### config.mk
export PLATFORM = sky130hd
export DESIGN_NAME = ckc_front_flat
export DESIGN_NICKNAME = d
export VERILOG_FILES = /design/src/sv/ckc_pkg.sv /design/src/sv/ckc_if.sv /design/src/sv/ckc_front.sv /design/src/flat_wrapper.sv
export SDC_FILE = /design/constraint.sdc
export NUM_CORES = 1
export LEC_CHECK = 0
export BUFFER_PORTS_ARGS = -buffer_cell sky130_fd_sc_hd__buf_2
export CAP_MARGIN = 20
export CELL_PAD_IN_SITES_DETAIL_PLACEMENT = 0
export CELL_PAD_IN_SITES_GLOBAL_PLACEMENT = 1
export CORE_MARGIN = 3
export CORE_UTILIZATION = 24
export DETAILED_ROUTE_END_ITERATION = 8
export GPL_TIMING_DRIVEN = 0
export MAX_ROUTING_LAYER = met4
export PLACE_DENSITY = 0.79
export SETUP_SLACK_MARGIN = 0.4
export SLEW_MARGIN = 15
export SYNTH_ARGS = -nofsm -noshare
export SYNTH_HDL_FRONTEND = slang
export SYNTH_SLANG_ARGS = --single-unit
export TNS_END_PERCENT = 50
### constraint.sdc
create_clock -name clk -period 1.8 [get_ports clk]
set_input_delay 0.36 -clock clk [delete_from_list [all_inputs] [get_ports clk]]
set_output_delay 0.36 -clock clk [all_outputs]
set_load 0.01 [all_outputs]
### src/sv/ckc_pkg.sv
package ckc_pkg;

    // Screen geometry defaults; the top level hands these down as parameters.
    localparam int unsigned SCREEN_WIDTH_DEF  = 128;
    localparam int unsigned SCREEN_PIXELS_DEF = 20480;

    // Width of the raster index computation, enough for row * width + column
    // over the whole parameter range.
    localparam int unsigned IDX_W = 18;

    // Width of a stored index; the largest supported screen has 65536 pixels.
    localparam int unsigned INDEX_W = 16;

    localparam int unsigned PIXEL_W = 16;
    localparam int unsigned CFG_DATA_W = 16;
    localparam int unsigned CFG_INDEX_W = 3;

    // Depth of the queue between the front and the back.
    localparam int unsigned QUEUE_DEPTH = 2;

    // A begin command sends this many bytes.
    localparam int unsigned BEGIN_LEN = 11;
    localparam int unsigned STEP_W = 4;

    // Display command bytes.
    localparam logic [7:0] OP_COLSET = 8'h2A;
    localparam logic [7:0] OP_ROWSET = 8'h2B;
    localparam logic [7:0] OP_MEMWR  = 8'h2C;

    typedef enum logic [1:0] {
        CMD_LOAD  = 2'd0,
        CMD_BEGIN = 2'd1,
        CMD_PIXEL = 2'd2,
        CMD_READ  = 2'd3
    } cmd_t;

    typedef enum logic [CFG_INDEX_W-1:0] {
        CFG_X_START    = 3'd0,
        CFG_X_END      = 3'd1,
        CFG_Y_START    = 3'd2,
        CFG_Y_END      = 3'd3,
        CFG_KEY_COLOR  = 3'd4,
        CFG_WRITE_BACK = 3'd5
    } cfg_index_t;

    typedef struct packed {
        logic [6:0]         win_x_start;
        logic [6:0]         win_x_end;
        logic [7:0]         win_y_start;
        logic [7:0]         win_y_end;
        logic [PIXEL_W-1:0] key_color;
        logic               write_back;
    } cfg_t;

    // One classified item on its way from the front to the back.
    typedef struct packed {
        cmd_t               cmd;
        logic               on_screen;
        logic [INDEX_W-1:0] index;
        logic [PIXEL_W-1:0] pixel;
    } op_t;

    // One item handed from the store stage to the byte emitter.
    typedef struct packed {
        cmd_t               cmd;
        logic [PIXEL_W-1:0] data;
    } emit_t;

endpackage

### src/sv/ckc_if.sv
interface ckc_cmd_if;
    logic        valid;
    logic        ready;
    logic [1:0]  cmd;
    logic [14:0] address;
    logic [15:0] pixel_value;

    modport source (output valid, output cmd, output address, output pixel_value,
                    input ready);
    modport sink   (input valid, input cmd, input address, input pixel_value,
                    output ready);
endinterface


### src/sv/ckc_front.sv
module ckc_front #(
    parameter int unsigned SCREEN_WIDTH  = ckc_pkg::SCREEN_WIDTH_DEF,
    parameter int unsigned SCREEN_PIXELS = ckc_pkg::SCREEN_PIXELS_DEF
) (
    input  logic           clk,
    input  logic           rst_n,
    ckc_cmd_if.sink        cmd_ch,
    input  ckc_pkg::cfg_t  cfg,
    input  logic           q_full,
    output logic           push,
    output ckc_pkg::op_t   op
);

    logic [6:0]                 cursor_col_reg;
    logic [6:0]                 cursor_col_next;
    logic [7:0]                 cursor_row_reg;
    logic [7:0]                 cursor_row_next;
    logic [ckc_pkg::IDX_W-1:0]  raster_idx;
    logic [ckc_pkg::IDX_W-1:0]  sel_idx;
    ckc_pkg::cmd_t              cmd;

    assign cmd_ch.ready = !q_full;
    assign push         = cmd_ch.valid && !q_full;
    assign cmd          = ckc_pkg::cmd_t'(cmd_ch.cmd);

    // Screen index of the cursor.
    assign raster_idx = ckc_pkg::IDX_W'(cursor_row_reg) * ckc_pkg::IDX_W'(SCREEN_WIDTH)
                      + ckc_pkg::IDX_W'(cursor_col_reg);

    always_comb
    begin
        if (cmd == ckc_pkg::CMD_PIXEL)
        begin
            sel_idx = raster_idx;
        end
        else
        begin
            sel_idx = ckc_pkg::IDX_W'(cmd_ch.address);
        end
        op.cmd       = cmd;
        op.on_screen = sel_idx < ckc_pkg::IDX_W'(SCREEN_PIXELS);
        op.index     = sel_idx[ckc_pkg::INDEX_W-1:0];
        op.pixel     = cmd_ch.pixel_value;
    end

    // Begin restarts the window; pixels advance, wrapping at register widths.
    always_comb
    begin
        cursor_col_next = cursor_col_reg;
        cursor_row_next = cursor_row_reg;
        if (push)
        begin
            priority if (cmd == ckc_pkg::CMD_BEGIN)
            begin
                cursor_col_next = cfg.win_x_start;
                cursor_row_next = cfg.win_y_start;
            end
            else if (cmd == ckc_pkg::CMD_PIXEL)
            begin
                if (cursor_col_reg == cfg.win_x_end)
                begin
                    cursor_col_next = cfg.win_x_start;
                    if (cursor_row_reg == cfg.win_y_end)
                    begin
                        cursor_row_next = cfg.win_y_start;
                    end
                    else
                    begin
                        cursor_row_next = cursor_row_reg + 8'd1;
                    end
                end
                else
                begin
                    cursor_col_next = cursor_col_reg + 7'd1;
                end
            end
            else
            begin
                cursor_col_next = cursor_col_reg;
            end
        end
    end

    always_ff @(posedge clk or negedge rst_n)
    begin
        if (!rst_n)
        begin
            cursor_col_reg <= '0;
            cursor_row_reg <= '0;
        end
        else
        begin
            cursor_col_reg <= cursor_col_next;
            cursor_row_reg <= cursor_row_next;
        end
    end

endmodule

### src/flat_wrapper.sv
// flat-port wrapper written by rule: the top's interface ports become plain ports
module ckc_front_flat 
#(
    parameter int unsigned SCREEN_WIDTH  = ckc_pkg::SCREEN_WIDTH_DEF,
    parameter int unsigned SCREEN_PIXELS = ckc_pkg::SCREEN_PIXELS_DEF
)
  (clk, rst_n, cfg, q_full, push, op, cmd_ch_valid, cmd_ch_cmd, cmd_ch_address, cmd_ch_pixel_value, cmd_ch_ready);
  ckc_cmd_if cmd_ch_i ();
  input  logic clk;
  input  logic rst_n;
  input  ckc_pkg::cfg_t cfg;
  input  logic q_full;
  output logic push;
  output ckc_pkg::op_t op;
  input wire logic [$bits(cmd_ch_i.valid)-1:0] cmd_ch_valid;
  input wire logic [$bits(cmd_ch_i.cmd)-1:0] cmd_ch_cmd;
  input wire logic [$bits(cmd_ch_i.address)-1:0] cmd_ch_address;
  input wire logic [$bits(cmd_ch_i.pixel_value)-1:0] cmd_ch_pixel_value;
  output wire logic [$bits(cmd_ch_i.ready)-1:0] cmd_ch_ready;
  assign cmd_ch_i.valid = cmd_ch_valid;
  assign cmd_ch_i.cmd = cmd_ch_cmd;
  assign cmd_ch_i.address = cmd_ch_address;
  assign cmd_ch_i.pixel_value = cmd_ch_pixel_value;
  assign cmd_ch_ready = cmd_ch_i.ready;
  ckc_front #(.SCREEN_WIDTH(SCREEN_WIDTH), .SCREEN_PIXELS(SCREEN_PIXELS)) u_core (.clk(clk), .rst_n(rst_n), .cmd_ch(cmd_ch_i), .cfg(cfg), .q_full(q_full), .push(push), .op(op));
endmodule
==> metrics.txt <==
CTS Buf Count=3; drt total wl=5030 um; syn_nets=258; Peak VDD IR=0.397 mV; failing checks=setup timing; final cell utilization of the core=45.9%; Longest Clk Path Bufs=2; Crit. End Element=register; gr usage total=13.5%; Critical Path Start=u_core.cursor_col_reg[5]$_DFFE_PN0P_; dpl ws=-0.218 ns; dpl hpwl=3580 um; area delta synth->final=80.9%; CP Data Arrival Time=1.96 ns; worst reg2reg startpoint=u_core.cursor_col_reg[5]$_DFFE_PN0P_; MaxCap Viol Count=0; Ports=121; CTS clk-pin slew, worst paths=0.07 ns; Sink Count=15; antenna-violating nets left=0; Cell Area, Synth=1540 um2; outcome=complete, but fails checks; FMAX=0.548 GHz; Final setup viols=1; nets=371; vias in the first global route=1650; Initial Util=25.4%; Antenna Cells=0; Setup Crit Path Kind=reg2reg; Fillers=569; cells on worst reg2reg path=6; Yosys warning total=0; CP Data Required Time=1.93 ns; Final period util=101%; GPL Wtd Cong=0.853; final slew viol count=0; Site Rows=28; Core ar.=6060 um2; Critical R2R Capture=u_core.cursor_row_reg[1]$_DFFE_PN0P_; Iteration-0 DRC Markers=82; Lkg Pwr=1.36 nW; setup slack after layout=-0.0244 ns; share of cells above drive strength 1=69.1%; initial antenna violation count=0; hold_buf cts=0; vias per cell=4.55; routed via count=1624; syn avg cell area=9.05 um2; wire per inst=14.1 um; register area share after synthesis=24.4%; CTS tree=yes; minimum clock period=1.82 ns; max FFs per register=8; Distinct cells, synth=35; die height=86.1 um; startpoint types=register; Yosys reg bits=15; first-pass GRT wire length=7890 um; Crit Path Max Fanout=5; largest net degree at the start of global routing=16; Hold Path Class=in2async; synthesized instance count=170; Final Skew=0.00285 ns; flop-to-flop setup slack=-0.02 ns; Final Hold Viols=0; Setup crit end=u_core.cursor_row_reg[1]$_DFFE_PN0P_; DRC violations left=0; clk root buf=clkbuf_8; latest clock arrival within the worst-skew pair=0.25 ns; First-pass DRT Iterations=4; Port Buf Inserts=86; H-tree Lvls=1; PD cells=834 nW/um2; RSZ-0062 raised after global routing=yes; global route overflow=0; Die X-Extent=86.1 um; die footprint=7410 um2
worst max-delay path, stage by stage (launching register included):
cell,delay (ns)
dfrtp_2,0.43
xor2_2,0.15
nor4_2,0.29
a41oi_2,0.23
buf_4,0.21
nor2_4,0.10
mux2_4,0.30
metrics by stage:
stage | power [mW] | hold WS (ns) | instances | TNS [ns] | cell area [um2]
final | 2.32 | 0.0156 | 357 | -0.0244 | 2780
after global routing | 2.49 | 0.0437 | 357 | -0.775 | 2780
after CTS | 2.24 | 0.0314 | 351 | -0.0895 | 2680
after detailed placement | 1.60 | 0.296 | 331 | -2.48 | 2200
after global placement | 1.58 | 0.292 | 331 | -2.32 | 2200
after floorplan | 1.30 | 0.0644 | 170 | 0 | 1670
routing by layer:
layer / vias to the layer above / share of wire, % / global-route usage [%]
met3: 4 / 5.8 / 0.768
met2: 74 / 49 / 23.4
met5: - / 0 / -
met4: 0 / 0.82 / 2.59
met1: 745 / 44 / 17.4
li1: 801 / - / -
timing repair:
item	in CTS	in global routing
endpoints found under the hold margin	0	0
resized for setup	62	13
setup buffers	15	6
endpoints found under the setup margin	31	31
gates cloned	1	0
pin swaps	14	9
how the worst min path moves through the flow:
stage,slack [ns],to,cells past startpoint,start
final,0.02,u_core.cursor_col_reg[3]$_DFFE_PN0P_,1,rst_n
after global routing,0.04,u_core.cursor_col_reg[3]$_DFFE_PN0P_,1,rst_n
after CTS,0.03,u_core.cursor_row_reg[0]$_DFFE_PN0P_,1,rst_n
after detailed placement,0.30,u_core.cursor_col_reg[5]$_DFFE_PN0P_,1,rst_n
after global placement,0.29,u_core.cursor_col_reg[5]$_DFFE_PN0P_,1,rst_n
after floorplan,0.06,u_core.cursor_col_reg[0]$_DFFE_PN0P_,0,rst_n
cell families (layout without fill, tap and decap cells):
logic type,Yosys count,count (layout),share of synthesized area [%]
simple gates,39,39,13.7
buf+inv,39,151,15.6
mux,29,29,20.2
compound gates,28,28,14.0
xor+xnor,15,15,8.54
flops,15,15,24.4
fa+ha+maj,4,4,3.25
other cells,1,1,0.244
cell usage in the layout (no fill, tap or decap), drive strengths merged, types with 2 or more instances in the layout:
cell and count:
inv 6, buf 135, nor2b 2, xor2 12
and3 4, o21ai 2, nand4 4, nor4 4
dfrtp 15, a211oi 6, a21oi 6, nand2 10
ha 4, mux2i 12, clkbuf 9, a2bb2oi 10
nand3 8, mux2 17, xnor2 3, nor2 3
final cells by class:
type	instances	area [um2]	area share (%)
buffer	32	287	10.3
sequential	15	383	13.8
inverter	7	38.8	1.39
clock buffer	4	45.0	1.62
timing repair buffer	108	764	27.5
tap	75	93.8	3.37
multi-input combinational	116	1170	42.1
where the power goes:
part           total, mW  internal (mW)  switching, mW
clock network      0.280          0.157          0.123
registers          0.607          0.474          0.133
logic               1.44          0.809          0.627
total               2.32           1.44          0.883
cell usage after synthesis:
cell	n	area (um2)
a211oi_1	5	37.5
a211oi_2	1	12.5
a21oi_1	6	30.0
a2bb2oi_1	10	87.6
a41oi_2	1	16.3
and3_1	4	25.0
buf_1	2	7.51
buf_2	3	15.0
buf_4	20	150
buf_6	2	22.5
clkbuf_1	5	18.8
conb_1	1	3.75
dfrtp_1	15	375
ha_1	4	50.1
inv_1	7	26.3
mux2_2	17	191
mux2i_1	12	120
nand2_1	10	37.5
nand2b_1	1	6.26
nand3_1	8	40.0
nand4_1	4	25.0
nor2_1	2	7.51
nor2_2	1	6.26
nor2b_1	2	12.5
nor3_1	1	5.00
nor4_1	3	18.8
nor4_2	1	12.5
nor4b_1	1	8.76
o211ai_1	1	7.51
o21a_1	1	7.51
o21ai_0	2	10.0
o22ai_1	1	6.26
or3_1	1	6.26
xnor2_1	3	26.3
xor2_1	12	105
(Power assumes the default switching activity.)
