## config.mk

```make
export PLATFORM = sky130hd
export DESIGN_NAME = ckc_emit_flat
export DESIGN_NICKNAME = d
export VERILOG_FILES = /design/src/sv/ckc_pkg.sv /design/src/sv/ckc_if.sv /design/src/sv/ckc_emit.sv /design/src/flat_wrapper.sv
export SDC_FILE = /design/constraint.sdc
export NUM_CORES = 1
export LEC_CHECK = 0
export ABC_AREA = 1
export BUFFER_PORTS_ARGS = -buffer_cell sky130_fd_sc_hd__buf_2
export CORE_AREA = 2 2 64 66
export DETAILED_ROUTE_END_ITERATION = 8
export DIE_AREA = 0 0 66 68
export PLACE_DENSITY = 0.89
export SETUP_SLACK_MARGIN = 0.15
export SLEW_MARGIN = 25
export SYNTH_ARGS = -nofsm -noshare
export SYNTH_HDL_FRONTEND = slang
export SYNTH_SLANG_ARGS = --single-unit
```

## constraint.sdc

```tcl
create_clock -name clk -period 2.3 [get_ports clk]
set_clock_uncertainty 0.2 [all_clocks]
set_input_delay 0.23 -clock clk [delete_from_list [all_inputs] [get_ports clk]]
set_output_delay 0.23 -clock clk [all_outputs]
set_load 0.005 [all_outputs]
```

## src/sv/ckc_pkg.sv

```systemverilog
package ckc_pkg;

    // Screen geometry defaults; the top level hands these down as parameters.
    localparam int unsigned SCREEN_WIDTH_DEF  = 128;
    localparam int unsigned SCREEN_PIXELS_DEF = 20480;

    // Width of the raster index computation, enough for row * width + column
    // over the whole parameter range.
    localparam int unsigned IDX_W = 18;

    // Width of a stored index; the largest supported screen has 65536 pixels.
    localparam int unsigned INDEX_W = 16;

    localparam int unsigned PIXEL_W = 16;
    localparam int unsigned CFG_DATA_W = 16;
    localparam int unsigned CFG_INDEX_W = 3;

    // Depth of the queue between the front and the back.
    localparam int unsigned QUEUE_DEPTH = 2;

    // A begin command sends this many bytes.
    localparam int unsigned BEGIN_LEN = 11;
    localparam int unsigned STEP_W = 4;

    // Display command bytes.
    localparam logic [7:0] OP_COLSET = 8'h2A;
    localparam logic [7:0] OP_ROWSET = 8'h2B;
    localparam logic [7:0] OP_MEMWR  = 8'h2C;

    typedef enum logic [1:0] {
        CMD_LOAD  = 2'd0,
        CMD_BEGIN = 2'd1,
        CMD_PIXEL = 2'd2,
        CMD_READ  = 2'd3
    } cmd_t;

    typedef enum logic [CFG_INDEX_W-1:0] {
        CFG_X_START    = 3'd0,
        CFG_X_END      = 3'd1,
        CFG_Y_START    = 3'd2,
        CFG_Y_END      = 3'd3,
        CFG_KEY_COLOR  = 3'd4,
        CFG_WRITE_BACK = 3'd5
    } cfg_index_t;

    typedef struct packed {
        logic [6:0]         win_x_start;
        logic [6:0]         win_x_end;
        logic [7:0]         win_y_start;
        logic [7:0]         win_y_end;
        logic [PIXEL_W-1:0] key_color;
        logic               write_back;
    } cfg_t;

    // One classified item on its way from the front to the back.
    typedef struct packed {
        cmd_t               cmd;
        logic               on_screen;
        logic [INDEX_W-1:0] index;
        logic [PIXEL_W-1:0] pixel;
    } op_t;

    // One item handed from the store stage to the byte emitter.
    typedef struct packed {
        cmd_t               cmd;
        logic [PIXEL_W-1:0] data;
    } emit_t;

endpackage

```

## src/sv/ckc_if.sv

```systemverilog


interface ckc_link_if;
    logic        valid;
    logic        ready;
    logic [7:0]  out_byte;
    logic        is_data;
    logic        last;
    logic [15:0] read_value;

    modport source (output valid, output out_byte, output is_data, output last,
                    output read_value, input ready);
    modport sink   (input valid, input out_byte, input is_data, input last,
                    input read_value, output ready);
endinterface

```

## src/sv/ckc_emit.sv

```systemverilog
module ckc_emit (
    input  logic           clk,
    input  logic           rst_n,
    input  ckc_pkg::cfg_t  cfg,
    input  logic           load,
    input  ckc_pkg::emit_t item,
    output logic           free,
    ckc_link_if.source     link_ch
);

    logic                         valid_reg;
    logic                         valid_next;
    ckc_pkg::emit_t               item_reg;
    logic [ckc_pkg::STEP_W-1:0]   step_reg;
    logic [ckc_pkg::STEP_W-1:0]   step_next;
    logic                         last_step;
    logic                         done;

    always_comb
    begin
        unique case (item_reg.cmd)
            ckc_pkg::CMD_BEGIN: last_step = step_reg == ckc_pkg::STEP_W'(ckc_pkg::BEGIN_LEN - 1);
            ckc_pkg::CMD_PIXEL: last_step = step_reg == ckc_pkg::STEP_W'(1);
            default:            last_step = 1'b1;
        endcase
    end

    assign done = valid_reg && link_ch.ready && last_step;
    assign free = !valid_reg || done;

    always_comb
    begin
        valid_next = valid_reg;
        step_next  = step_reg;
        if (load)
        begin
            valid_next = 1'b1;
            step_next  = '0;
        end
        else if (done)
        begin
            valid_next = 1'b0;
        end
        else if (valid_reg && link_ch.ready)
        begin
            step_next = step_reg + ckc_pkg::STEP_W'(1);
        end
    end

    always_ff @(posedge clk or negedge rst_n)
    begin
        if (!rst_n)
        begin
            valid_reg <= 1'b0;
            step_reg  <= '0;
        end
        else
        begin
            valid_reg <= valid_next;
            step_reg  <= step_next;
        end
    end

    always_ff @(posedge clk)
    begin
        if (load)
        begin
            item_reg <= item;
        end
    end

    assign link_ch.valid = valid_reg;

    always_comb
    begin
        link_ch.out_byte   = '0;
        link_ch.is_data    = 1'b1;
        link_ch.last       = 1'b0;
        link_ch.read_value = '0;
        unique case (item_reg.cmd)
            ckc_pkg::CMD_BEGIN:
            begin
                unique case (step_reg)
                    4'd0:
                    begin
                        link_ch.out_byte = ckc_pkg::OP_COLSET;
                        link_ch.is_data  = 1'b0;
                    end
                    4'd2:    link_ch.out_byte = 8'(cfg.win_x_start);
                    4'd4:    link_ch.out_byte = 8'(cfg.win_x_end);
                    4'd5:
                    begin
                        link_ch.out_byte = ckc_pkg::OP_ROWSET;
                        link_ch.is_data  = 1'b0;
                    end
                    4'd7:    link_ch.out_byte = cfg.win_y_start;
                    4'd9:    link_ch.out_byte = cfg.win_y_end;
                    4'd10:
                    begin
                        link_ch.out_byte = ckc_pkg::OP_MEMWR;
                        link_ch.is_data  = 1'b0;
                        link_ch.last     = 1'b1;
                    end
                    default: link_ch.out_byte = '0;
                endcase
            end
            ckc_pkg::CMD_PIXEL:
            begin
                if (step_reg == '0)
                begin
                    link_ch.out_byte = item_reg.data[15:8];
                end
                else
                begin
                    link_ch.out_byte = item_reg.data[7:0];
                    link_ch.last     = 1'b1;
                end
            end
            ckc_pkg::CMD_READ:
            begin
                link_ch.is_data    = 1'b0;
                link_ch.last       = 1'b1;
                link_ch.read_value = item_reg.data;
            end
            default:
            begin
                link_ch.is_data = 1'b0;
            end
        endcase
    end

endmodule

```

## src/flat_wrapper.sv

```systemverilog
// flat-port wrapper written by rule: the top's interface ports become plain ports
module ckc_emit_flat 
  (clk, rst_n, cfg, load, item, free, link_ch_valid, link_ch_out_byte, link_ch_is_data, link_ch_last, link_ch_read_value, link_ch_ready);
  ckc_link_if link_ch_i ();
  input  logic clk;
  input  logic rst_n;
  input  ckc_pkg::cfg_t cfg;
  input  logic load;
  input  ckc_pkg::emit_t item;
  output logic free;
  output wire logic [$bits(link_ch_i.valid)-1:0] link_ch_valid;
  output wire logic [$bits(link_ch_i.out_byte)-1:0] link_ch_out_byte;
  output wire logic [$bits(link_ch_i.is_data)-1:0] link_ch_is_data;
  output wire logic [$bits(link_ch_i.last)-1:0] link_ch_last;
  output wire logic [$bits(link_ch_i.read_value)-1:0] link_ch_read_value;
  input wire logic [$bits(link_ch_i.ready)-1:0] link_ch_ready;
  assign link_ch_valid = link_ch_i.valid;
  assign link_ch_out_byte = link_ch_i.out_byte;
  assign link_ch_is_data = link_ch_i.is_data;
  assign link_ch_last = link_ch_i.last;
  assign link_ch_read_value = link_ch_i.read_value;
  assign link_ch_i.ready = link_ch_ready;
  ckc_emit u_core (.clk(clk), .rst_n(rst_n), .cfg(cfg), .load(load), .item(item), .free(free), .link_ch(link_ch_i));
endmodule
```

==> metrics.md <==
| Metric | Value |
|---|---|
| DRT Pass-1 Iters | 5 |
| TNS Setup | 0 ns |
| Worst-Skew Late Latency | 0.26 ns |
| Root Driver | clkbuf_8 |
| Compound-Gate Fraction of Synth Area | 0.0904 |
| Die Ht | between 60 and 70 µm |
| CP dominant cell by count | nand2_1 |
| Period utilisation layout | 0.942 |
| Initial antenna violation count | 0 |
| Largest family of logic cells by synthesized area | simple AND/OR/NAND/NOR gates |
| Post-Syn Area | 1630 µm² |
| Largest cells by area after synthesis | edfxtp_1, nand2_1, inv_1, dfrtp_1, nand4_1 |
| CP cell instances | inv_4 > ha_4 > buf_4 > nand4_1 > nand2_1 > nor2_1 > nand2_1 > nand2_1 > a21oi_1 > buf_2 |
| Mean Syn Cell Area | about 7.3 µm² |
| Asr flop ratio synth | 0.217 |
| CTS Sinks | 23 |
| Chip width | roughly 66 µm |
| Fin area | 2520 µm² |
| CTS tree | done |
| Nets@finish | 415 |
| Crit start category | flop |
| Dpl cells | 350 |
| Mux share of post-synthesis cell area | 0 |
| DPL Wire Length | 3.44 mm |
| LEAKAGE | between 1 and 1.5 nW |
| Vias/cell | 5.00 |
| Logic pwr share | 0.324 |
| Gr usage total | 0.218 |
| Grt total ovfl | 0 |
| Pint | between 0.0007 and 0.0008 W |
| Placer Congestion | 0.849 |
| Slew headroom | 0.700 |
| Initial DRC Count | between 100 and 150 |
| YS warnings | 0 |
| Area taken by multi-input logic gates | 841 µm² |
| Buf/Inv on CP | 3 |
| Seq/Total Area, Yosys | 0.407 |
| TritonCTS buffer count | 3 |
| Io pins | 97 |
| Commonest register cell after synthesis | edfxtp_1 |
| IO buf count | 79 |
| FILL cells | roughly 310 |
| Unique masters post-synth | 23 |
| # diodes | 0 |
| Xor/xnor cell area share of the yosys netlist | 0.0107 |
| Sequential share of power | 0.453 |
| RSZ-0062 raised after global routing | true |
| Worst Setup Slack post-DPL | 0.230 ns |
| Critical-path maximum fanout | 5 |
| Non-filler instance count after layout | roughly 390 |
| H-tree depth | 1 |
| Master of the slowest instance on the critical path | dfrtp_2 |
| Switching share of power | 0.303 |
| Global-route wire length before repair | between 7 and 8 mm |
| Reg2reg setup slack | 0.41 ns |
| R2R cell count | 10 |
| DRC Markers | 0 |
| Crit-path leading delay family | flip-flops |
| Die area | between 4000 and 5000 µm² |
| Commonest cells post-synth | nand2_1, inv_1, nor2_1 |
| Area Overhead vs Synth | 54.0% |
| Post-synth EDFFs | 18 |
| Post-synthesis adder-cell area fraction | 0.0613 |
| FF-to-FF Start | u_core.step_reg[0]$_DFFE_PN0P_ |
| Min Tclk post-route | roughly 2.2 ns |
| Clock tree buffer depth | 2 |
| Final WS setup | 0.134 ns |
| Row count | 23 |
| Power Dens Cells | ~440 nW/µm² |
| Setup CP Type | flop to output pin |
| Largest register FFs | 18 |
| Mapped Nets | 301 |
| Status | completed |
| Clock share of power | 0.223 |
| WP data required | ~1.9 ns |
| Detail Route Antenna Nets | 0 |
| Max IR drop VDD | between 0.5 and 0.6 mV |
| Worst Hold Class | primary input to asynchronous set/reset pin |
| Reg2reg end | u_core.step_reg[2]$_DFFE_PN0P_ |
| Synthesized-area fraction occupied by and/or/nand/nor cells | 0.309 |
| Share of post-route cells with drive strength above 1 | 0.368 |
| Fmax | around 0.46 GHz |
| Area share of the largest cell type after synthesis | 0.331 |
| Average wire per standard cell | about 13 µm |
| Max Transition Viols Final | 0 |
| Mapped Cells | 224 |
| FF/Latch Area | 671 µm² |
| Total Power | 0.00112 W |
| Vias in the first global route | roughly 1800 |
| Initial Utilization | 0.424 |
| Largest net degree at the start of global routing | 21 |
| Synthesis-stage register bit count | 23 |
| Post-Place Cell Area | 2090 µm² |
| Synth area leader | edfxtp_1 |
| Final setup vio count | 0 |
| Max Cap Violations | 0 |
| Final hold vios | 0 |
| Total number of vias | between 1500 and 2000 |
| Top-count cell post-synth | nand2_1 |
| Setup crit end kind | output pin |
| Max incr delay on CP | ~0.46 ns |
| Slew @ Worst Pin | 0.451 ns |
| Clk slew on worst S/H paths | 0.08 ns |
| Psw | 0.000339 W |
| Post-Route WL | a little over 5 mm |
| Crit path arrival time | 1.74 ns |
| CORE AREA | 3860 µm² |
## stage by stage
stage               hold slack, ns   util
CTS                          0.111  0.616
floorplan                   -0.266      -
finish                       0.106  0.652
global placement            -0.148  0.541
global route                 0.115  0.652
detailed placement          -0.148  0.541
## repair_timing
item,CTS,global route
gates cloned,0,1
buffers inserted,0,13
endpoints found under the hold margin,23,0
resized for setup,16,11
hold buffers,19,0
pin swaps,0,3
setup endpoints to repair,10,10
## worst reg2reg max path, cell delays in order, from the launching register on
cell     delay, ns
dfrtp_2       0.45
buf_4         0.16
ha_4          0.17
buf_4         0.14
nand3_1       0.09
nand2_2       0.07
nor2_4        0.14
buf_4         0.14
a21oi_2       0.07
nand2_1       0.10
nand2_1       0.05
## kinds of logic (layout without fill, tap and decap cells)
family	after synthesis	count (layout)
buf+inv	49	162
flops	23	23
fa+ha+maj	8	8
xor+xnor	2	2
compound gates	28	28
simple gates	114	114
## layer usage
metal,vias to the layer above,GRT usage,share of wire
met3,14,0.0230,0.075
met5,-,0,0
met4,0,0.102,0.031
met2,97,0.399,0.50
li1,954,-,-
met1,871,0.257,0.39
## layout make-up
| cell class | count | share of cell area |
|---|---|---|
| Tap cell | 50 | 0.0249 |
| Inverter | 41 | 0.0676 |
| Timing Repair Buffer | 116 | 0.286 |
| Sequential cell | 23 | 0.267 |
| Timing Repair inverter | 1 | 0.00249 |
| Clock buffer | 4 | 0.0179 |
| Multi-Input combinational cell | 152 | 0.334 |
## cells in the final DEF, fill, tap and decap left out, types with 3 or more instances in the layout
master,Yosys,final
buf_4,2,18
buf_2,4,79
ha_4,0,3
nand2_1,54,53
inv_4,0,4
dfrtp_2,0,4
ha_1,8,4
nand3_1,12,10
a21oi_1,11,11
nand4_1,18,18
edfxtp_1,18,18
clkbuf_8,0,3
nor2_1,27,27
o21ai_1,11,11
dlygate4sd3_1,0,19
inv_1,36,34
## power by group through the flow
| stage | clock network [W] | logic (W) | registers, W |
|---|---|---|---|
| finish | 0.000250 | 0.000363 | 0.000507 |
| global route | 0.000272 | 0.000398 | 0.000510 |
| CTS | 0.000249 | 0.000310 | 0.000506 |
| detailed placement | 0 | 0.000267 | 0.000513 |
| global placement | 0 | 0.000262 | 0.000510 |
| floorplan | 0 | 0.000143 | 0.000507 |
## worst max-delay path by stage
stage,end,cells past startpoint,slack (ns),from
after floorplan,link_ch_out_byte[0],8,0.60,u_core.step_reg[0]$_DFFE_PN0P_
after global placement,link_ch_out_byte[0],9,0.25,u_core.step_reg[0]$_DFFE_PN0P_
after detailed placement,link_ch_out_byte[6],9,0.23,u_core.step_reg[0]$_DFFE_PN0P_
after CTS,link_ch_out_byte[0],9,0.12,u_core.step_reg[0]$_DFFE_PN0P_
after global routing,link_ch_out_byte[0],9,0.05,u_core.step_reg[0]$_DFFE_PN0P_
final,link_ch_out_byte[5],10,0.13,u_core.step_reg[1]$_DFFE_PN0P_
Note: power is estimated with default switching activity, not from simulation.
