$ cat config.mk
export PLATFORM = sky130hd
export DESIGN_NAME = ckc_queue
export DESIGN_NICKNAME = d
export VERILOG_FILES = /design/src/sv/ckc_pkg.sv /design/src/sv/ckc_queue.sv
export SDC_FILE = /design/constraint.sdc
export NUM_CORES = 1
export LEC_CHECK = 0
export BUFFER_PORTS_ARGS = -buffer_cell sky130_fd_sc_hd__buf_2
export CELL_PAD_IN_SITES_DETAIL_PLACEMENT = 0
export CELL_PAD_IN_SITES_GLOBAL_PLACEMENT = 2
export CORE_MARGIN = 4
export CORE_UTILIZATION = 25
export CTS_CLUSTER_SIZE = 20
export DETAILED_ROUTE_END_ITERATION = 6
export HOLD_SLACK_MARGIN = 0.02
export PLACE_DENSITY = 0.65
export SYNTH_ARGS = -nofsm -noshare
export SYNTH_HDL_FRONTEND = slang
export SYNTH_SLANG_ARGS = --single-unit
$ cat constraint.sdc
create_clock -name clk -period 3.12 [get_ports clk]
set_input_delay 0.624 -clock clk [delete_from_list [all_inputs] [get_ports clk]]
set_output_delay 0.624 -clock clk [all_outputs]
set_load 0.03 [all_outputs]
$ cat src/sv/ckc_pkg.sv
package ckc_pkg;

    // Screen geometry defaults; the top level hands these down as parameters.
    localparam int unsigned SCREEN_WIDTH_DEF  = 128;
    localparam int unsigned SCREEN_PIXELS_DEF = 20480;

    // Width of the raster index computation, enough for row * width + column
    // over the whole parameter range.
    localparam int unsigned IDX_W = 18;

    // Width of a stored index; the largest supported screen has 65536 pixels.
    localparam int unsigned INDEX_W = 16;

    localparam int unsigned PIXEL_W = 16;
    localparam int unsigned CFG_DATA_W = 16;
    localparam int unsigned CFG_INDEX_W = 3;

    // Depth of the queue between the front and the back.
    localparam int unsigned QUEUE_DEPTH = 2;

    // A begin command sends this many bytes.
    localparam int unsigned BEGIN_LEN = 11;
    localparam int unsigned STEP_W = 4;

    // Display command bytes.
    localparam logic [7:0] OP_COLSET = 8'h2A;
    localparam logic [7:0] OP_ROWSET = 8'h2B;
    localparam logic [7:0] OP_MEMWR  = 8'h2C;

    typedef enum logic [1:0] {
        CMD_LOAD  = 2'd0,
        CMD_BEGIN = 2'd1,
        CMD_PIXEL = 2'd2,
        CMD_READ  = 2'd3
    } cmd_t;

    typedef enum logic [CFG_INDEX_W-1:0] {
        CFG_X_START    = 3'd0,
        CFG_X_END      = 3'd1,
        CFG_Y_START    = 3'd2,
        CFG_Y_END      = 3'd3,
        CFG_KEY_COLOR  = 3'd4,
        CFG_WRITE_BACK = 3'd5
    } cfg_index_t;

    typedef struct packed {
        logic [6:0]         win_x_start;
        logic [6:0]         win_x_end;
        logic [7:0]         win_y_start;
        logic [7:0]         win_y_end;
        logic [PIXEL_W-1:0] key_color;
        logic               write_back;
    } cfg_t;

    // One classified item on its way from the front to the back.
    typedef struct packed {
        cmd_t               cmd;
        logic               on_screen;
        logic [INDEX_W-1:0] index;
        logic [PIXEL_W-1:0] pixel;
    } op_t;

    // One item handed from the store stage to the byte emitter.
    typedef struct packed {
        cmd_t               cmd;
        logic [PIXEL_W-1:0] data;
    } emit_t;

endpackage

$ cat src/sv/ckc_queue.sv
module ckc_queue (
    input  logic          clk,
    input  logic          rst_n,
    input  logic          push,
    input  ckc_pkg::op_t  din,
    output logic          full,
    input  logic          pop,
    output ckc_pkg::op_t  dout,
    output logic          empty
);

    localparam int unsigned DEPTH = ckc_pkg::QUEUE_DEPTH;
    localparam int unsigned PTR_W = (DEPTH > 1) ? $clog2(DEPTH) : 1;
    localparam int unsigned CNT_W = $clog2(DEPTH + 1);

    ckc_pkg::op_t        entry_reg [DEPTH];
    logic [PTR_W-1:0]    wr_ptr_reg;
    logic [PTR_W-1:0]    wr_ptr_next;
    logic [PTR_W-1:0]    rd_ptr_reg;
    logic [PTR_W-1:0]    rd_ptr_next;
    logic [CNT_W-1:0]    count_reg;
    logic [CNT_W-1:0]    count_next;

    assign full  = count_reg == CNT_W'(DEPTH);
    assign empty = count_reg == '0;
    assign dout  = entry_reg[rd_ptr_reg];

    always_comb
    begin
        wr_ptr_next = wr_ptr_reg;
        rd_ptr_next = rd_ptr_reg;
        count_next  = count_reg;
        if (push)
        begin
            wr_ptr_next = (wr_ptr_reg == PTR_W'(DEPTH - 1)) ? '0 : wr_ptr_reg + PTR_W'(1);
        end
        if (pop)
        begin
            rd_ptr_next = (rd_ptr_reg == PTR_W'(DEPTH - 1)) ? '0 : rd_ptr_reg + PTR_W'(1);
        end
        if (push && !pop)
        begin
            count_next = count_reg + CNT_W'(1);
        end
        else if (pop && !push)
        begin
            count_next = count_reg - CNT_W'(1);
        end
    end

    always_ff @(posedge clk or negedge rst_n)
    begin
        if (!rst_n)
        begin
            wr_ptr_reg <= '0;
            rd_ptr_reg <= '0;
            count_reg  <= '0;
        end
        else
        begin
            wr_ptr_reg <= wr_ptr_next;
            rd_ptr_reg <= rd_ptr_next;
            count_reg  <= count_next;
        end
    end

    always_ff @(posedge clk)
    begin
        if (push)
        begin
            entry_reg[wr_ptr_reg] <= din;
        end
    end

endmodule

==> impl_metrics.yaml, run 1 <==
pwr:
  peakVddDrop_uv: 550.8
  p_seq_share_pct: 37.2
  internal_power_mw: 2.620
  clkPwrFrac_pct: 30.5
  leakage_nw: 1.494
  comb_power_share_pct: 32.3
  p_sw_mw: 1.279
  power.density_nw_per_um2: 1046
  sw_frac_of_total_pct: 32.81
synthesis:
  synth_commonest_cells: "edfxtp_1, mux2_4, mux2_2, dfrtp_1, xor2_1"
  synth.most_common_cell: "edfxtp_1"
  postSynthAreaPerCell_um2: 22.90
  ys_warn_count: 0
  synth_area_leader_cell: "edfxtp_1"
  ys.flop_type: "edfxtp_1"
  synth-seq-area-share_pct: 76.92
  synth-edff-count: 70
  synth_seq_cells: 74
  synthCells: 125
  synth_area_um2: 2863
  synth_top_area_share_pct: 73.43
  ys_async_sr_fraction_pct: 5.405
  syn_nets: 165
  ys_types: 13
  yosys-top-cells-area: "edfxtp_1, mux2_4, dfrtp_1"
route:
  drt_pre_antenna_iters: 4
  routed_via_density: 4.020
  routed_wl_um: 5372
  num_vias: 1427
  drc: 0
  drtIter0Drc: 35
  final_antenna_net_count: 0
  wl_per_cell_um: 15.13
cts:
  clkTransAtPathRegs_ns: 0.06
  clock_latency_ns: 0.32
  numCtsBuffers: 9
  ctsHtreeMaxLevel: 3
  root_buffer: "clkbuf_16"
  cts_resized: 0
  cts.sinks: 74
  cts_max_path_buffers: 2
  hold_buffers: 0
  cts_tree: "built"
  cts_setup_buffers: 0
critical_path:
  reg2reg_slack_ns: 1.52
  cpPeakStageDelay_ns: 0.75
  timing.critical_path.from_type: "flop"
  crit_buf_inv: 2
  cpMaxStageDelayCell: "dfrtp_2"
  path_cells: "buf_4 > mux2_2 > buf_2"
  worst-path-stages: 3
  regToRegStartpoint: "wr_ptr_reg$_DFFE_PN0P_"
  critPathKind: "flop to output pin"
  setup.worst_path.end: "dout[21]"
  cp-startpoint: "rd_ptr_reg$_DFFE_PN0P_"
  path_max_fanout: 20
  cp_top_family: "flip-flops"
  cp-end-kind: "output pin"
  required_ns: 2.50
  reg2reg_to: "entry_reg[1][25]$_DFFE_PP_"
  r2r_cells: 1
  cp.arrival_ns: 1.93
hold_path:
  hold_class: "input pin to asynchronous set/reset pin"
sta:
  fin_crit_ns: 2.558
  finalSetupViolCount: 0
  max_clock_freq_mhz: 391.0
  slew_violations: 0
  hold_viol_final: 0
  slew_headroom_pct: 37.32
  post-route-period-util_pct: 81.98
  worst_pin_slew_ns: 0.9402
  clock-skew-final_ns: 0.003144
  tns_ns: 0
  grt_setup_unrepaired: "false"
job:
  drv_cap: 0
place:
  post-dp-hpwl_um: 3769
  gp_congestion: 0.6900
  numPortBuffers: 75
die:
  die_h_um: 115.0
  core_um2: 11030
  rows: 38
  die_w_um: 115.0
  initial_utilization_pct: 25.95
  top_level_ports: 76
  dieArea_um2: 13230
layout:
  fillers: 1084
  largest_reg_flops: 70
  final_nets: 250
  antennaDiodeCount: 0
  area.growth.synth_to_final_pct: 30.16
  fin_util_pct: 33.78
  layout-drive-gt1-share_pct: 61.40
global_routing:
  grt_max_degree: 36
  grt_first_pass_wirelength_um: 8286
  grt_overflow: 0
  grt_pass1_vias: 1611
  grt_usage_pct: 8.502
  antenna_found_initial: 1
outcome:
  status: "complete, no violations"
[cell families after synthesis]
kind of cell	synth area share, %
buf+inv	2.622
mux	17.57
xor+xnor	1.530
fa+ha+maj	0.4370
flops	76.92
simple gates	0.9180
[power by group through the flow]
stage | clock network, mW | registers, mW | logic (mW)
floorplan | 0 | 1.40 | 1.09
global placement | 0 | 1.47 | 1.28
detailed placement | 0 | 1.48 | 1.28
CTS | 1.22 | 1.46 | 1.29
global route | 1.26 | 1.48 | 1.34
finish | 1.19 | 1.45 | 1.26
[cell type report]
class                      instances  area [um2]  area share (%)
tap                              140       175.2           4.701
multi-input combinational         46       594.3           15.95
clock inverter                     7       126.4           3.392
clock buffer                       9       225.2           6.044
sequential                        74        2203           59.13
inverter                           1       3.754          0.1007
timing repair buffer              78       397.9           10.68
[worst min path at each step]
| stage | depth (start not counted) | startpoint | to |
|---|---|---|---|
| 2_1_floorplan | 0 | rst_n | count_reg[0]$_DFFE_PN0P_ |
| 3_3_place_gp | 1 | rst_n | count_reg[1]$_DFFE_PN0P_ |
| 3_5_place_dp | 1 | rst_n | count_reg[1]$_DFFE_PN0P_ |
| 4_1_cts | 1 | rst_n | count_reg[1]$_DFFE_PN0P_ |
| 5_1_grt | 1 | rst_n | count_reg[1]$_DFFE_PN0P_ |
| 6_report | 1 | rst_n | rd_ptr_reg$_DFFE_PN0P_ |
[through the flow]
step | hold slack [ns] | cell area [um2] | setup WS (ns) | total power, mW | cells
floorplan | 0.3284 | 2863 | 0.4889 | 2.484 | 125
global placement | 0.4458 | 3374 | 0.8541 | 2.756 | 339
detailed placement | 0.4491 | 3374 | 0.8468 | 2.765 | 339
CTS | 0.09300 | 3726 | 0.4934 | 3.969 | 355
global route | 0.09518 | 3726 | 0.4479 | 4.077 | 355
finish | 0.1012 | 3726 | 0.5623 | 3.899 | 355
[per-layer routing]
layer	GRT usage (%)	routed length, um	share of wire, %
met1	10.36	2342	44
met2	13.19	2452	46
met3	3.421	472	8.8
met4	3.991	91	1.7
met5	0	13	0.24
[placed cells by master, fill, tap and decap left out, types with 2 or more instances in the layout]
master     Yosys  layout
xor2_1         4       4
clkbuf_16      0       9
bufinv_16      0       3
mux2_4        29      29
nor2_1         2       2
buf_4          0       3
dfrtp_1        4       3
mux2_2         6       6
clkinv_4       0       2
buf_2          0      75
edfxtp_1      70      70
No activity file was read; power rests on OpenSTA's default activity.
==> inputs of run 2 (changes only) <==
- clock period: 3.12 -> 2.5 ns (I/O delays scaled with it)
==> run 2 against run 1 <==
Global-route usage is 0.52 points lower. Highest routed layer is now met4. First-iteration DRC count is 14% higher. Clock power rose by 21%. Register-to-register slack lost 0.43 ns. Flip-flop and latch count is the same. Sequential share of layout area decreased by 0.61 points. Critical path type unchanged. Clock-buffer cell count stayed put. Non-clock buffer count is 1 higher. Power increased by 24%. Via count is 2.4% lower.
==> impl_metrics.yaml, run 2 (same netlist as run 1, synthesis figures left out) <==
global_routing:
  grt_busiest_layer: "met2"
  grt_use_met1_pct: 9.328
  grt_first_pass_wirelength_um: 7721
  grt_usage_pct: 7.984
  antenna_found_initial: 0
  grt_max_degree: 28
  grt_pass1_vias: 1580
  grt_overflow: 0
  grtUsageMet2_pct: 12.58
  grtUsageMet3_pct: 3.895
sta:
  hold_viol_final: 0
  max_clock_freq_mhz: 458.7
  slew_violations: 0
  clock-skew-final_ns: 0.003585
  finalSetupViolCount: 0
  fin_crit_ns: 2.180
  post-route-period-util_pct: 87.20
  slew_headroom_pct: 67.08
  tns_ns: 0
  worst_pin_slew_ns: 0.4928
  hold_ws_ns: 0.3656
  grt_setup_unrepaired: "false"
critical_path:
  path_max_fanout: 27
  timing.critical_path.from_type: "flop"
  critPathKind: "flop to output pin"
  cp-end-kind: "output pin"
  cp.arrival_ns: 1.68
  r2r_cells: 2
  required_ns: 2.00
place:
  gp_congestion: 0.6613
  post-dp-hpwl_um: 3503
  dpl_cell_area_um2: 3412
  numPortBuffers: 75
cts:
  cts_setup_buffers: 0
  clkTransAtPathRegs_ns: 0.06
  numCtsBuffers: 9
  ctsHtreeMaxLevel: 3
  cts.sinks: 74
  cts_resized: 0
  root_buffer: "clkbuf_16"
  cts_max_path_buffers: 2
  clock_latency_ns: 0.32
  cts_tree: "built"
  hold_buffers: 1
layout:
  largest_reg_flops: 70
  final_common_cell: "buf_2"
  fin_util_pct: 34.13
  area.growth.synth_to_final_pct: 31.51
  final_nets: 251
  final_cell_mix: "buf_2, edfxtp_1, mux2_4, clkbuf_16, mux2_2"
  layout-drive-gt1-share_pct: 61.11
  design_area_um2: 3765
  fillers: 1095
  antennaDiodeCount: 0
hold_path:
  hold_depth: 1
  hold_class: "input pin to flop"
job:
  drv_cap: 0
route:
  num_vias: 1393
  final_antenna_net_count: 0
  drc: 0
  routed_via_density: 3.913
  drtIter0Drc: 40
  wl_per_cell_um: 14.02
  routed_wl_um: 4990
  drt_pre_antenna_iters: 4
die:
  top_level_ports: 76
  dieArea_um2: 13230
  initial_utilization_pct: 25.95
  rows: 38
  die_w_um: 115.0
  core_um2: 11030
  die_h_um: 115.0
outcome:
  status: "complete, no violations"
pwr:
  leakage_nw: 1.512
  power.density_nw_per_um2: 1287
  peakVddDrop_uv: 502.0
==> run 2: cell count changes in the layout (fill, tap and decap cells not counted) <==
cell / change
inv_8: -1
buf_12: +3
buf_4: -3
dlygate4sd3_1: +1
clkinvlp_4: -1
clkinv_2: +2
==> run 2: metrics by stage <==
stage | power [mW] | setup slack, ns | cells
floorplan | 3.100 | 0.6431 | 125
global placement | 3.463 | 0.6392 | 339
detailed placement | 3.472 | 0.6280 | 339
CTS | 4.942 | 0.2682 | 356
global route | 5.082 | 0.2330 | 356
finish | 4.847 | 0.3200 | 356
==> run 2: final cells by class <==
cell class / instances / area [um2] / area share [%]
Clock inverter: 7 / 117.6 / 3.124
Tap cell: 140 / 175.2 / 4.653
Timing Repair Buffer: 79 / 445.4 / 11.83
Clock buffer: 9 / 225.2 / 5.982
Multi-Input combinational cell: 46 / 594.3 / 15.79
Sequential cell: 74 / 2203 / 58.52
Inverter: 1 / 3.754 / 0.09970
==> run 2: worst max-delay path: stages, from the launching register on <==
cell and delay [ns]:
dfrtp_2 0.54, buf_12 0.28, mux2_2 0.36, buf_2 0.18
==> run 2: report_power, final <==
part	switching [mW]	internal, mW
combinational	0.972	0.669
sequential	0.113	1.65
clock	0.467	0.973
==> run 2: routing by layer <==
metal  vias to the layer above  routed length (um)
li1                        656                   -
met1                       680                2163
met2                        50                2344
met3                         7                 413
met4                         0                  69
met5                         -                   0
==> run 2: worst paths after layout <==
kind	startpoint	to	slack, ns
worst max-delay path	rd_ptr_reg$_DFFE_PN0P_	dout[20]	0.32
max in group asynchronous	rst_n	rd_ptr_reg$_DFFE_PN0P_	1.84
worst min-delay path	din[20]	entry_reg[0][20]$_DFFE_PP_	0.37
worst max register to register	wr_ptr_reg$_DFFE_PN0P_	entry_reg[1][2]$_DFFE_PP_	1.09
min in group asynchronous	rst_n	count_reg[1]$_DFFE_PN0P_	0.52
worst min register to register	count_reg[1]$_DFFE_PN0P_	count_reg[1]$_DFFE_PN0P_	0.49
==> inputs of run 3 (changes only) <==
--- a/config.mk
+++ b/config.mk
@@ -10,4 +10,3 @@
 export CELL_PAD_IN_SITES_GLOBAL_PLACEMENT = 2
-export CORE_MARGIN = 4
-export CORE_UTILIZATION = 25
+export CORE_UTILIZATION = 38
 export CTS_CLUSTER_SIZE = 20
@@ -15,3 +14,3 @@
 export HOLD_SLACK_MARGIN = 0.02
-export PLACE_DENSITY = 0.65
+export PLACE_DENSITY = 0.88
 export SYNTH_ARGS = -nofsm -noshare
--- a/constraint.sdc
+++ b/constraint.sdc
@@ -3,2 +3,2 @@
 set_output_delay 0.5 -clock clk [all_outputs]
-set_load 0.03 [all_outputs]
+set_load 0.02 [all_outputs]
==> run 3 against run 2 <==
Utilization grew 15 points. Worst hold slack lost 0.014 ns. Clock skew grew 0.00077 ns. Die area shrank 40%. Flip-flop and latch count is the same. Register-to-register slack gained 0.03 ns. Cell count shrank 11%. Non-clock buffer count grew 1. Clock-buffer cell count grew 1. Fmax grew 1.4%. Sequential power is essentially flat. Largest power group unchanged.
==> impl_metrics.yaml, run 3 (same netlist as run 1, synthesis figures left out) <==
place:
  post-dp-hpwl_um: 3085
  numPortBuffers: 75
  gp_congestion: 0.6604
  dp.cells: 299
  pre_cts_ws_ns: 0.6916
sta:
  tns_ns: 0
  slew_headroom_pct: 68.80
  finalSetupViolCount: 0
  grt_setup_unrepaired: "false"
  hold_viol_final: 0
  fin_crit_ns: 2.149
  slew_violations: 0
  setup_slack_ns: 0.3511
  hold_ws_ns: 0.3512
  clock-skew-final_ns: 0.004356
  worst_pin_slew_ns: 0.4670
  max_clock_freq_mhz: 465.4
  post-route-period-util_pct: 85.95
critical_path:
  path_cells: "buf_4 > mux2_4 > buf_2"
  reg2reg_slack_ns: 1.12
  cp-end-kind: "output pin"
  cpPeakStageDelay_ns: 0.57
  path_max_fanout: 12
  r2r_cells: 2
  setup.worst_path.end: "dout[11]"
  cp-startpoint: "rd_ptr_reg$_DFFE_PN0P_"
  regToRegStartpoint: "wr_ptr_reg$_DFFE_PN0P_"
  cpMaxStageDelayCell: "dfrtp_2"
  critPathKind: "flop to output pin"
  cp.arrival_ns: 1.65
  reg2reg_to: "entry_reg[0][27]$_DFFE_PP_"
  timing.critical_path.from_type: "flop"
  required_ns: 2.00
cts:
  hold_buffers: 1
  clkTransAtPathRegs_ns: 0.07
  ctsHtreeMaxLevel: 3
  cts_setup_buffers: 0
  cts_resized: 0
  cts.sinks: 74
  cts_max_path_buffers: 2
  clock_latency_ns: 0.33
  root_buffer: "clkbuf_8"
  cts_tree: "built"
  numCtsBuffers: 9
global_routing:
  grt_max_degree: 24
  grtUsageMet2_pct: 20.07
  grt_first_pass_wirelength_um: 6755
  grt_use_met1_pct: 14.36
  grt_usage_pct: 12.18
  grt_pass1_vias: 1408
  antenna_found_initial: 0
  grt_overflow: 0
  grt_busiest_layer: "met2"
  grtUsageMet3_pct: 4.478
die:
  die_h_um: 88.80
  initial_utilization_pct: 39.47
  rows: 31
  die_w_um: 88.80
  dieArea_um2: 7885
  core_um2: 7253
  top_level_ports: 76
layout:
  final_nets: 252
  area.growth.synth_to_final_pct: 24.48
  antennaDiodeCount: 0
  final_common_cell: "buf_2"
  final_cells: 316
  fillers: 605
  final_cell_mix: "buf_2, edfxtp_1, mux2_4, clkbuf_8, mux2_2"
  largest_reg_flops: 70
  layout-drive-gt1-share_pct: 59.91
pwr:
  peakVddDrop_uv: 422.8
  power.density_nw_per_um2: 1136
  leakage_nw: 1.435
route:
  wl_per_cell_um: 14.10
  final_antenna_net_count: 0
  drc: 0
  routed_wl_um: 4456
  num_vias: 1371
  drtIter0Drc: 87
  routed_via_density: 4.339
  drt_pre_antenna_iters: 4
job:
  drv_cap: 0
hold_path:
  hold_class: "input pin to flop"
outcome:
  status: "complete, no violations"
-- run 3: how the worst min path moves through the flow --
stage	depth (start not counted)	slack [ns]	to	from
2_1_floorplan	0	0.20	count_reg[0]$_DFFE_PN0P_	rst_n
3_3_place_gp	1	0.32	count_reg[0]$_DFFE_PN0P_	rst_n
3_5_place_dp	1	0.32	count_reg[0]$_DFFE_PN0P_	rst_n
4_1_cts	1	0.34	entry_reg[0][29]$_DFFE_PP_	din[29]
5_1_grt	1	0.33	entry_reg[1][23]$_DFFE_PP_	din[23]
6_report	1	0.35	entry_reg[0][19]$_DFFE_PP_	din[19]
-- run 3: area by class of cell --
class / instances / area, um2 / area share (%)
inverter: 1 / 3.754 / 0.1053
multi-input combinational: 46 / 594.3 / 16.68
sequential: 74 / 2203 / 61.83
clock inverter: 6 / 57.56 / 1.615
tap: 99 / 123.9 / 3.476
clock buffer: 10 / 127.6 / 3.581
timing repair buffer: 80 / 452.9 / 12.71
-- run 3: metal layers --
layer	vias up	wire length (um)
li1	657	-
met1	661	1878
met2	49	2228
met3	4	313
met4	0	36
met5	-	0
-- run 3: critical path: cells and delay by family (launching register included) --
kind	cells	cell delay (ns)
DFF	1	0.57
muxes	1	0.31
buffers and inverters	2	0.43
-- run 3: metrics by stage --
step | cell area [um2] | power [mW] | util [%]
2_1_floorplan | 2865 | 2.898 | -
5_1_grt | 3563 | 4.260 | 49.13
4_1_cts | 3563 | 4.105 | 49.13
3_3_place_gp | 3368 | 3.228 | 46.44
6_report | 3563 | 4.048 | 49.13
3_5_place_dp | 3368 | 3.248 | 46.44
-- run 3: where the power goes --
part / switching (mW) / internal (mW)
clock network: 0.401 / 0.452
logic: 0.749 / 0.676
registers: 0.120 / 1.65
